**src/hw/rtl/idl_pkg.sv**
```systemverilog
// Shared constants, types and coefficient table for the interpolated delay line.
`timescale 1ns / 1ps
package idl_pkg;

  localparam int ADDR_BITS   = 12;
  localparam int SAMPLE_BITS = 24;
  localparam int FRAC_BITS   = 16;
  localparam int DELAY_BITS  = ADDR_BITS + FRAC_BITS;
  localparam int RING_DEPTH  = 1 << ADDR_BITS;
  localparam int MODE_BITS   = 3;
  localparam int OP_BITS     = 2;
  localparam int COEF_W      = 30;
  localparam int ACC_W       = 34;
  localparam int MB_W        = 32;
  localparam int PROD_W      = ACC_W + MB_W;
  localparam int STEP_W      = 4;
  localparam int COEF_SHIFT  = 30;

  localparam logic [OP_BITS-1:0] OP_WRITE = 2'd0;
  localparam logic [OP_BITS-1:0] OP_READ  = 2'd1;
  localparam logic [OP_BITS-1:0] OP_CLEAR = 2'd2;

  localparam logic [MODE_BITS-1:0] MODE_INT     = 3'd0;
  localparam logic [MODE_BITS-1:0] MODE_LINEAR  = 3'd1;
  localparam logic [MODE_BITS-1:0] MODE_WATTE   = 3'd2;
  localparam logic [MODE_BITS-1:0] MODE_HERMITE = 3'd3;
  localparam logic [MODE_BITS-1:0] MODE_OPTIMAL = 3'd4;

  typedef enum logic [1:0] {MA_DIFF, MA_COEF, MA_ACC, MA_EO} mul_a_t;
  typedef enum logic [1:0] {MB_F, MB_X, MB_Z, MB_K} mul_b_t;
  typedef enum logic [2:0] {
    AO_NONE, AO_LIN, AO_HORN, AO_SUMLD, AO_COEF, AO_HALF, AO_Y0
  } acc_op_t;

  typedef struct packed {
    logic                 wr_en;
    logic                 head_clr;
    logic                 clr_en;
    logic                 dly_ld;
    logic                 rd_en;
    logic [1:0]           rd_idx;
    logic                 cap_en;
    logic [1:0]           cap_idx;
    logic                 coef_ld;
    logic [MODE_BITS-1:0] mode;
    logic                 mul_en;
    mul_a_t               mul_a;
    logic [1:0]           mul_idx;
    mul_b_t               mul_b;
    logic [2:0]           k_idx;
    acc_op_t              acc_op;
    logic [1:0]           add_idx;
    logic                 out_ld;
  } cmd_t;

  typedef struct packed {
    logic clr_done;
  } stat_t;

  // Optimal-2x cubic constants, signed Q2.30.
  function automatic logic signed [MB_W-1:0] opt_k(input logic [2:0] idx);
    logic signed [MB_W-1:0] k;
    case (idx)
      3'd0:    k = 32'sd492514324;
      3'd1:    k = 32'sd44360590;
      3'd2:    k = 32'sd516126486;
      3'd3:    k = 32'sd188741539;
      3'd4:    k = -32'sd264339138;
      3'd5:    k = 32'sd264291104;
      3'd6:    k = -32'sd386879114;
      default: k = 32'sd109253078;
    endcase
    return k;
  endfunction

endpackage

```
**src/hw/rtl/idl_ctrl.sv**
```systemverilog
// Controller state machine: handshakes, clearing pass and interpolation sequencing.
`timescale 1ns / 1ps
module idl_ctrl (
  input  logic                            clk,
  input  logic                            rst_n,
  input  logic                            in_valid,
  input  logic [idl_pkg::OP_BITS-1:0]     in_operation,
  output logic                            in_stall,
  output logic                            out_valid,
  input  logic                            out_stall,
  input  logic                            cfg_valid,
  output logic                            cfg_ready,
  input  logic [idl_pkg::MODE_BITS-1:0]   cfg_interp_mode,
  output idl_pkg::cmd_t                   cmd,
  input  idl_pkg::stat_t                  stat
);

  typedef enum logic [5:0] {
    ST_CLEAR = 6'b000001,
    ST_IDLE  = 6'b000010,
    ST_RD    = 6'b000100,
    ST_COEF  = 6'b001000,
    ST_CALC  = 6'b010000,
    ST_OUT   = 6'b100000
  } state_t;

  state_t                          state_r, state_nxt;
  logic [idl_pkg::STEP_W-1:0]      step_r, step_nxt;
  logic [idl_pkg::MODE_BITS-1:0]   mode_r, mode_nxt;
  logic                            out_valid_r, out_valid_nxt;
  logic                            accept;
  logic                            calc_last;
  logic [idl_pkg::STEP_W-1:0]      last_step;

  assign in_stall  = (state_r != ST_IDLE);
  assign accept    = in_valid && !in_stall;
  assign cfg_ready = 1'b1;
  assign out_valid = out_valid_r;

  always_comb begin
    case (mode_r)
      idl_pkg::MODE_LINEAR:  last_step = 4'd2;
      idl_pkg::MODE_WATTE:   last_step = 4'd5;
      idl_pkg::MODE_HERMITE: last_step = 4'd7;
      idl_pkg::MODE_OPTIMAL: last_step = 4'd15;
      default:               last_step = 4'd1;
    endcase
  end
  assign calc_last = (step_r == last_step);

  always_comb begin
    state_nxt     = state_r;
    step_nxt      = step_r;
    mode_nxt      = mode_r;
    out_valid_nxt = out_valid_r && out_stall;
    cmd           = '0;
    cmd.mode      = mode_r;
    cmd.mul_a     = idl_pkg::MA_DIFF;
    cmd.mul_b     = idl_pkg::MB_F;
    cmd.acc_op    = idl_pkg::AO_NONE;
    if (cfg_valid) begin
      mode_nxt = cfg_interp_mode;
    end
    case (state_r)
      ST_CLEAR: begin
        cmd.clr_en = 1'b1;
        if (stat.clr_done) begin
          state_nxt = ST_IDLE;
        end
      end
      ST_IDLE: begin
        if (accept) begin
          case (in_operation)
            idl_pkg::OP_WRITE: cmd.wr_en = 1'b1;
            idl_pkg::OP_CLEAR: cmd.head_clr = 1'b1;
            idl_pkg::OP_READ: begin
              cmd.dly_ld = 1'b1;
              step_nxt   = '0;
              state_nxt  = ST_RD;
            end
            default: ;
          endcase
        end
      end
      ST_RD: begin
        // issue four tap reads, capture each in the cycle after its read
        if (step_r < 4'd4) begin
          cmd.rd_en  = 1'b1;
          cmd.rd_idx = step_r[1:0];
        end
        if (step_r != 4'd0) begin
          cmd.cap_en  = 1'b1;
          cmd.cap_idx = 2'(step_r - 4'd1);
        end
        step_nxt = step_r + 4'd1;
        if (step_r == 4'd4) begin
          state_nxt = ST_COEF;
        end
      end
      ST_COEF: begin
        cmd.coef_ld = 1'b1;
        step_nxt    = '0;
        state_nxt   = ST_CALC;
      end
      ST_CALC: begin
        step_nxt = step_r + 4'd1;
        case (mode_r)
          idl_pkg::MODE_LINEAR: begin
            if (step_r == 4'd0) begin
              cmd.mul_en = 1'b1;
            end
            if (step_r == 4'd1) begin
              cmd.acc_op = idl_pkg::AO_LIN;
            end
          end
          idl_pkg::MODE_WATTE: begin
            cmd.mul_b = idl_pkg::MB_X;
            case (step_r)
              4'd0: begin
                cmd.mul_en  = 1'b1;
                cmd.mul_a   = idl_pkg::MA_COEF;
                cmd.mul_idx = 2'd2;
              end
              4'd1: begin
                cmd.acc_op  = idl_pkg::AO_HORN;
                cmd.add_idx = 2'd1;
              end
              4'd2: begin
                cmd.mul_en = 1'b1;
                cmd.mul_a  = idl_pkg::MA_ACC;
              end
              4'd3: begin
                cmd.acc_op  = idl_pkg::AO_HORN;
                cmd.add_idx = 2'd0;
              end
              4'd4: cmd.acc_op = idl_pkg::AO_HALF;
              default: ;
            endcase
          end
          idl_pkg::MODE_HERMITE: begin
            cmd.mul_b = idl_pkg::MB_X;
            case (step_r)
              4'd0: begin
                cmd.mul_en  = 1'b1;
                cmd.mul_a   = idl_pkg::MA_COEF;
                cmd.mul_idx = 2'd3;
              end
              4'd1: begin
                cmd.acc_op  = idl_pkg::AO_HORN;
                cmd.add_idx = 2'd2;
              end
              4'd2, 4'd4: begin
                cmd.mul_en = 1'b1;
                cmd.mul_a  = idl_pkg::MA_ACC;
              end
              4'd3: begin
                cmd.acc_op  = idl_pkg::AO_HORN;
                cmd.add_idx = 2'd1;
              end
              4'd5: begin
                cmd.acc_op  = idl_pkg::AO_HORN;
                cmd.add_idx = 2'd0;
              end
              4'd6: cmd.acc_op = idl_pkg::AO_HALF;
              default: ;
            endcase
          end
          idl_pkg::MODE_OPTIMAL: begin
            // coefficients: two products summed per coefficient, then Horner in z
            if (step_r <= 4'd7) begin
              cmd.mul_en  = 1'b1;
              cmd.mul_a   = idl_pkg::MA_EO;
              cmd.mul_b   = idl_pkg::MB_K;
              cmd.k_idx   = step_r[2:0];
              cmd.mul_idx = {step_r[0], step_r[1]};
              if (step_r[0]) begin
                cmd.acc_op = idl_pkg::AO_SUMLD;
              end
            end
            if (!step_r[0] && step_r >= 4'd2 && step_r <= 4'd8) begin
              cmd.acc_op  = idl_pkg::AO_COEF;
              cmd.add_idx = 2'(step_r[3:1] - 3'd1);
            end
            case (step_r)
              4'd9: begin
                cmd.mul_en  = 1'b1;
                cmd.mul_a   = idl_pkg::MA_COEF;
                cmd.mul_b   = idl_pkg::MB_Z;
                cmd.mul_idx = 2'd3;
              end
              4'd11, 4'd13: begin
                cmd.mul_en = 1'b1;
                cmd.mul_a  = idl_pkg::MA_ACC;
                cmd.mul_b  = idl_pkg::MB_Z;
              end
              4'd10: begin
                cmd.acc_op  = idl_pkg::AO_HORN;
                cmd.add_idx = 2'd2;
              end
              4'd12: begin
                cmd.acc_op  = idl_pkg::AO_HORN;
                cmd.add_idx = 2'd1;
              end
              4'd14: begin
                cmd.acc_op  = idl_pkg::AO_HORN;
                cmd.add_idx = 2'd0;
              end
              default: ;
            endcase
          end
          default: begin
            if (step_r == 4'd0) begin
              cmd.acc_op = idl_pkg::AO_Y0;
            end
          end
        endcase
        if (calc_last) begin
          state_nxt = ST_OUT;
        end
      end
      ST_OUT: begin
        if (!out_valid_r || !out_stall) begin
          cmd.out_ld    = 1'b1;
          out_valid_nxt = 1'b1;
          state_nxt     = ST_IDLE;
        end
      end
      default: state_nxt = ST_IDLE;
    endcase
  end

  always_ff @(posedge clk) begin
    if (!rst_n) begin
      state_r     <= ST_CLEAR;
      step_r      <= '0;
      mode_r      <= idl_pkg::MODE_INT;
      out_valid_r <= 1'b0;
    end else begin
      state_r     <= state_nxt;
      step_r      <= step_nxt;
      mode_r      <= mode_nxt;
      out_valid_r <= out_valid_nxt;
    end
  end

endmodule

```
**config.mk**
```make
export PLATFORM = sky130hd
export DESIGN_NAME = idl_ctrl
export DESIGN_NICKNAME = d
export VERILOG_FILES = /design/src/hw/rtl/idl_pkg.sv /design/src/hw/rtl/idl_ctrl.sv
export SDC_FILE = /design/constraint.sdc
export NUM_CORES = 1
export LEC_CHECK = 0
export BUFFER_PORTS_ARGS = -buffer_cell sky130_fd_sc_hd__buf_4
export CAP_MARGIN = 20
export CELL_PAD_IN_SITES_DETAIL_PLACEMENT = 1
export CELL_PAD_IN_SITES_GLOBAL_PLACEMENT = 1
export CORE_ASPECT_RATIO = 0.6
export CORE_MARGIN = 2
export CORE_UTILIZATION = 40
export CTS_CLUSTER_SIZE = 20
export DETAILED_ROUTE_END_ITERATION = 10
export PLACE_DENSITY_LB_ADDON = 0.1
export SLEW_MARGIN = 20
export SYNTH_ARGS = -nofsm -noshare
export SYNTH_HDL_FRONTEND = slang
export SYNTH_SLANG_ARGS = --single-unit
```
**constraint.sdc**
```tcl
create_clock -name clk -period 5.07 [get_ports clk]
set_clock_uncertainty 0.15 [all_clocks]
set_input_delay 1.014 -clock clk [delete_from_list [all_inputs] [get_ports clk]]
set_output_delay 1.014 -clock clk [all_outputs]
set_load 0.1 [all_outputs]
```
## Yosys cells after proc, flatten, opt, wreduce, memory -nomap -nowiden

Index checks and enable logic that the tools add are counted.
W data, S select, Z words.

- Register bits after elaboration: 14
- Output and inout port bits: 33

- Order comparisons: 4
- Reduce and logical (&&, ||, !) cells: 21
- $add $sub $neg: 3
- Multiplexer cells: 51
- Equality and inequality tests: 32

Operators by type and width:

| kind | count |
|---|---|
| $mux W6 | 7 |
| $pmux W6 S6 | 1 |
| $pmux W3 S2 | 5 |
| $eq A4 B4 Y1 const B | 6 |
| $pmux W6 S3 | 1 |
| $pmux W4 S4 | 1 |
| $mux W15 | 1 |
| $pmux W5 S3 | 1 |
| $mux W1 | 14 |
| $mux W2 | 7 |
| $mux W13 | 1 |
| $eq A4 B3 Y1 const B | 3 |
| $mux W3 | 4 |
| $pmux W3 S4 | 1 |
| $pmux W4 S3 | 1 |
| $ne A2 B2 Y1 const B | 5 |
| $eq A4 B2 Y1 const B | 2 |
| $mux W4 | 2 |
| $reduce_or A2 Y1 | 4 |
| $eq A3 B2 Y1 const B | 2 |
| $eq A6 B1 Y1 const B | 1 |
| $eq A6 B2 Y1 const B | 1 |
| $eq A6 B3 Y1 const B | 1 |
| $eq A6 B4 Y1 const B | 1 |
| 30 further kinds | 38 |

## Longest topological paths before layout

- Depth in word-level cells: 7
- Depth in mapped cells: 7
- Gate-level depth less buffers: 7

## Worst setup path after synthesis

No wires, ideal clock.

- Path type: reg-to-output
- Start: register mode_r[1] in the netlist's numbering
- End: output port cmd[14] in the netlist's numbering
- Path buffers: 2
- Arrival time: 4,235 ps
- Cell stages (with the launch flop): 7
- Setup slack: -329 ps
- Path through: dfxtp_1 -> clkbuf_1 -> nor2b_1 -> clkbuf_1 -> a31oi_1 -> a22oi_1 -> nor3b_1

RTL lines:

| element | line | RTL |
|---|---|---|
| from (decl) | idl_ctrl.sv:29 | `logic [idl_pkg::MODE_BITS-1:0] mode_r, mode_nxt;` |
| from (signal assigned) | idl_ctrl.sv:236 | `mode_r <= idl_pkg::MODE_INT;` |
| from (signal assigned) | idl_ctrl.sv:241 | `mode_r <= mode_nxt;` |
| to (decl) | idl_ctrl.sv:14 | `output idl_pkg::cmd_t cmd,` |

==> flow_summary.json <==
{
  "ios": 44,
  "whs_ns": 0.391,
  "gp_congestion": 0.896,
  "dpl_cell_area_sq_um": 1810,
  "arrival_ns": 2.76,
  "cts_buffers": 3,
  "setup_tns_ns": 0,
  "fmax_mhz": 255,
  "powerDensity_nw_per_um2": 164,
  "synth_edf_count": 0,
  "path_class": "flip-flop to output port",
  "place_inst": 279,
  "fin_area_sq_um": 1850,
  "portBuffers": 42,
  "dieArea_sq_um": 4330,
  "critPathCaptureType": "output port",
  "met3_usage_pct": 4.60,
  "run_status": "completed",
  "post-route-util_pct": 50.5,
  "routed_via_density": 5.94,
  "ff2ff_path_depth": 4,
  "grt_pass1_wl_microns": 8390,
  "irDropWorstVdd_uv": 94.8,
  "timing.rr.end": "step_r[3]",
  "min-delay-start": "out_valid",
  "synthFlopType": "dfxtp_1",
  "antenna_found_initial": 0,
  "cts_hold_buffers": 0,
  "finalNonFillerCells": 282,
  "post-route-min-period_ns": 3.92,
  "area_delta_synth_final_pct": 21.4,
  "cp_max_fo": 14,
  "hold_viol_final": 0,
  "drt_iter0_drc": 71,
  "post-route-period-util_pct": 77.3,
  "cp-start-kind": "flip-flop",
  "route.detailed.drc": 0,
  "finalWorstSetupSlack_ns": 1.15,
  "grt_overflow_total": 0,
  "die_h_microns": 51.8,
  "avgSynthCellArea_sq_um": 7.43,
  "slew-limit-headroom_pct": 35.1,
  "min_delay_path_depth": 2,
  "drv_cap": 0,
  "grt_pass1_vias": 1576,
  "fin_nets": 254,
  "clock_sinks": 14,
  "p_total_mw": 0.304,
  "gr-max-usage-layer": "met2",
  "ctsResizeCount": 0,
  "die_width_microns": 83.7,
  "required_ns": 3.91,
  "drive_above_1_share_pct": 27.7,
  "n_antenna_cell": 0,
  "yosysWarnings": 0,
  "vias": 1675,
  "wl_microns": 5250,
  "finalMaxSlewViolations": 0,
  "holdPathEnd": "out_valid",
  "syn_nets": 222,
  "route.detailed.wl_per_inst_microns": 18.6,
  "grtUsageMet2_pct": 39.3,
  "rows": 17,
  "ys_seq_elements": 14,
  "clk_latency_ns": 0.25,
  "cts_tree": "done",
  "leakage_nw": 0.769,
  "h-tree-depth": 1,
  "final_antenna_net_count": 0,
  "grt_max_degree": 19,
  "syn-cell-area_sq_um": 1520,
  "path_clk_slew_ns": 0.06,
  "cts-root-buf": "clkbuf_8",
  "r2r_slack_ns": 2.83,
  "postSynthCellCount": 205,
  "fp.coreArea_sq_um": 3660,
  "timing.rr.start": "state_r[4]",
  "yosys.cell_types.count": 57,
  "pre_cts_slack_ns": 1.46,
  "rsz0062_at_grt": "false",
  "hold_path.class": "flip-flop to flip-flop",
  "first_pass_iters": 4,
  "synthArstFlopShare_pct": 0,
  "cts_max_path_buffers": 2,
  "ys_seq_area_share_pct": 18.4,
  "tightest_slew_ns": 0.972,
  "initial_core_util_pct": 41.6,
  "dp.final_hpwl_microns": 4100,
  "cts_setup_buffers": 0,
  "setup_viol": 0,
  "use_met1_pct": 35.6,
  "grt_util_all_layers_pct": 24.8
}
critical path: stages (launching register included):
cell	delay, ns
dfxtp_1	0.61
inv_1	0.21
ha_1	0.31
nor2_1	0.14
nand2_1	0.08
a2111oi_2	0.52
inv_1	0.11
a31oi_1	0.21
buf_4	0.32
placed cells by master, fill, tap and decap left out, types with 2 or more instances in the layout:
master,n
and2_1,2
ha_1,6
clkbuf_8,3
nor3b_1,3
or4_4,3
o31ai_1,2
inv_1,10
a211oi_1,2
and3b_1,2
a31oi_1,4
nand3b_1,2
a22oi_1,2
xor2_1,2
nand2b_1,3
nor2_1,22
nor3b_2,2
nand3_1,4
nand4_1,4
xnor2_1,2
or3b_2,2
nor3_1,5
nor4b_2,3
dfxtp_1,14
a21oi_1,12
o21ai_0,11
and3_1,5
nor4_1,4
o22ai_1,2
nor2b_1,6
o21a_1,4
buf_4,44
mux2i_1,4
nand2_1,18
cells in the mapped netlist, drive strengths merged, types with 3 or more instances:
| library cell | n | area, sq um |
|---|---|---|
| inv | 10 | 37.5 |
| o21ai | 12 | 60.1 |
| nand3 | 4 | 20.0 |
| a31oi | 4 | 25.0 |
| nand2 | 19 | 78.8 |
| a21oi | 12 | 60.1 |
| o21a | 4 | 30.0 |
| clkbuf | 9 | 43.8 |
| nor4b | 4 | 53.8 |
| dfxtp | 14 | 280 |
| ha | 6 | 75.1 |
| or4 | 3 | 33.8 |
| nor3 | 5 | 25.0 |
| nor4 | 4 | 25.0 |
| nand2b | 3 | 18.8 |
| nand3b | 3 | 26.3 |
| and3 | 5 | 31.3 |
| nor3b | 6 | 61.3 |
| buf | 8 | 66.3 |
| nor2b | 6 | 37.5 |
| nand4 | 4 | 25.0 |
| mux2i | 4 | 40.0 |
| nor2 | 22 | 82.6 |
sequential cells by signal, summed over array words and instances (netlist names):
name / cells
state_r: 6
mode_r: 3
out_valid: 1
step_r: 4
layout make-up:
| cell class | instances | area (sq um) |
|---|---|---|
| clock buffer | 3 | 41.3 |
| fill | 465 | 1810 |
| inverter | 10 | 37.5 |
| multi-input combinational | 164 | 1100 |
| sequential | 14 | 280 |
| tap | 47 | 58.8 |
| timing repair buffer | 44 | 330 |
worst max path at each step:
stage                    from  slack [ns]     end  depth (start not counted)
CTS                 step_r[0]        1.18  cmd[5]                          8
detailed placement  step_r[0]        1.46  cmd[5]                          8
finish              step_r[0]        1.15  cmd[5]                          8
floorplan           mode_r[2]        0.22  cmd[5]                          4
global placement    step_r[1]        1.64  cmd[4]                          7
global route        step_r[0]        0.90  cmd[5]                          8
logic make-up (layout without fill, tap and decap cells):
kind of cell,Yosys count,count (layout),synth area share (%)
compound gates,49,49,21.0
buf+inv,27,57,9.70
other cells,1,1,0.246
flops,14,14,18.4
mux,5,5,3.37
simple gates,99,99,40.0
fa+ha+maj,6,6,4.93
xor+xnor,4,4,2.30
power by group:
part,switching [mW],internal (mW),total [mW]
clock network,0.0394,0.0526,0.0920
logic,0.0575,0.0292,0.0868
registers,0.0117,0.113,0.125
routing by layer:
metal / share of wire (%) / wire, microns
met1: 51 / 2690
met2: 44 / 2290
met3: 4.4 / 232
met4: 0.59 / 31
met5: 0 / 0
Power figures use the tool's default switching activity.
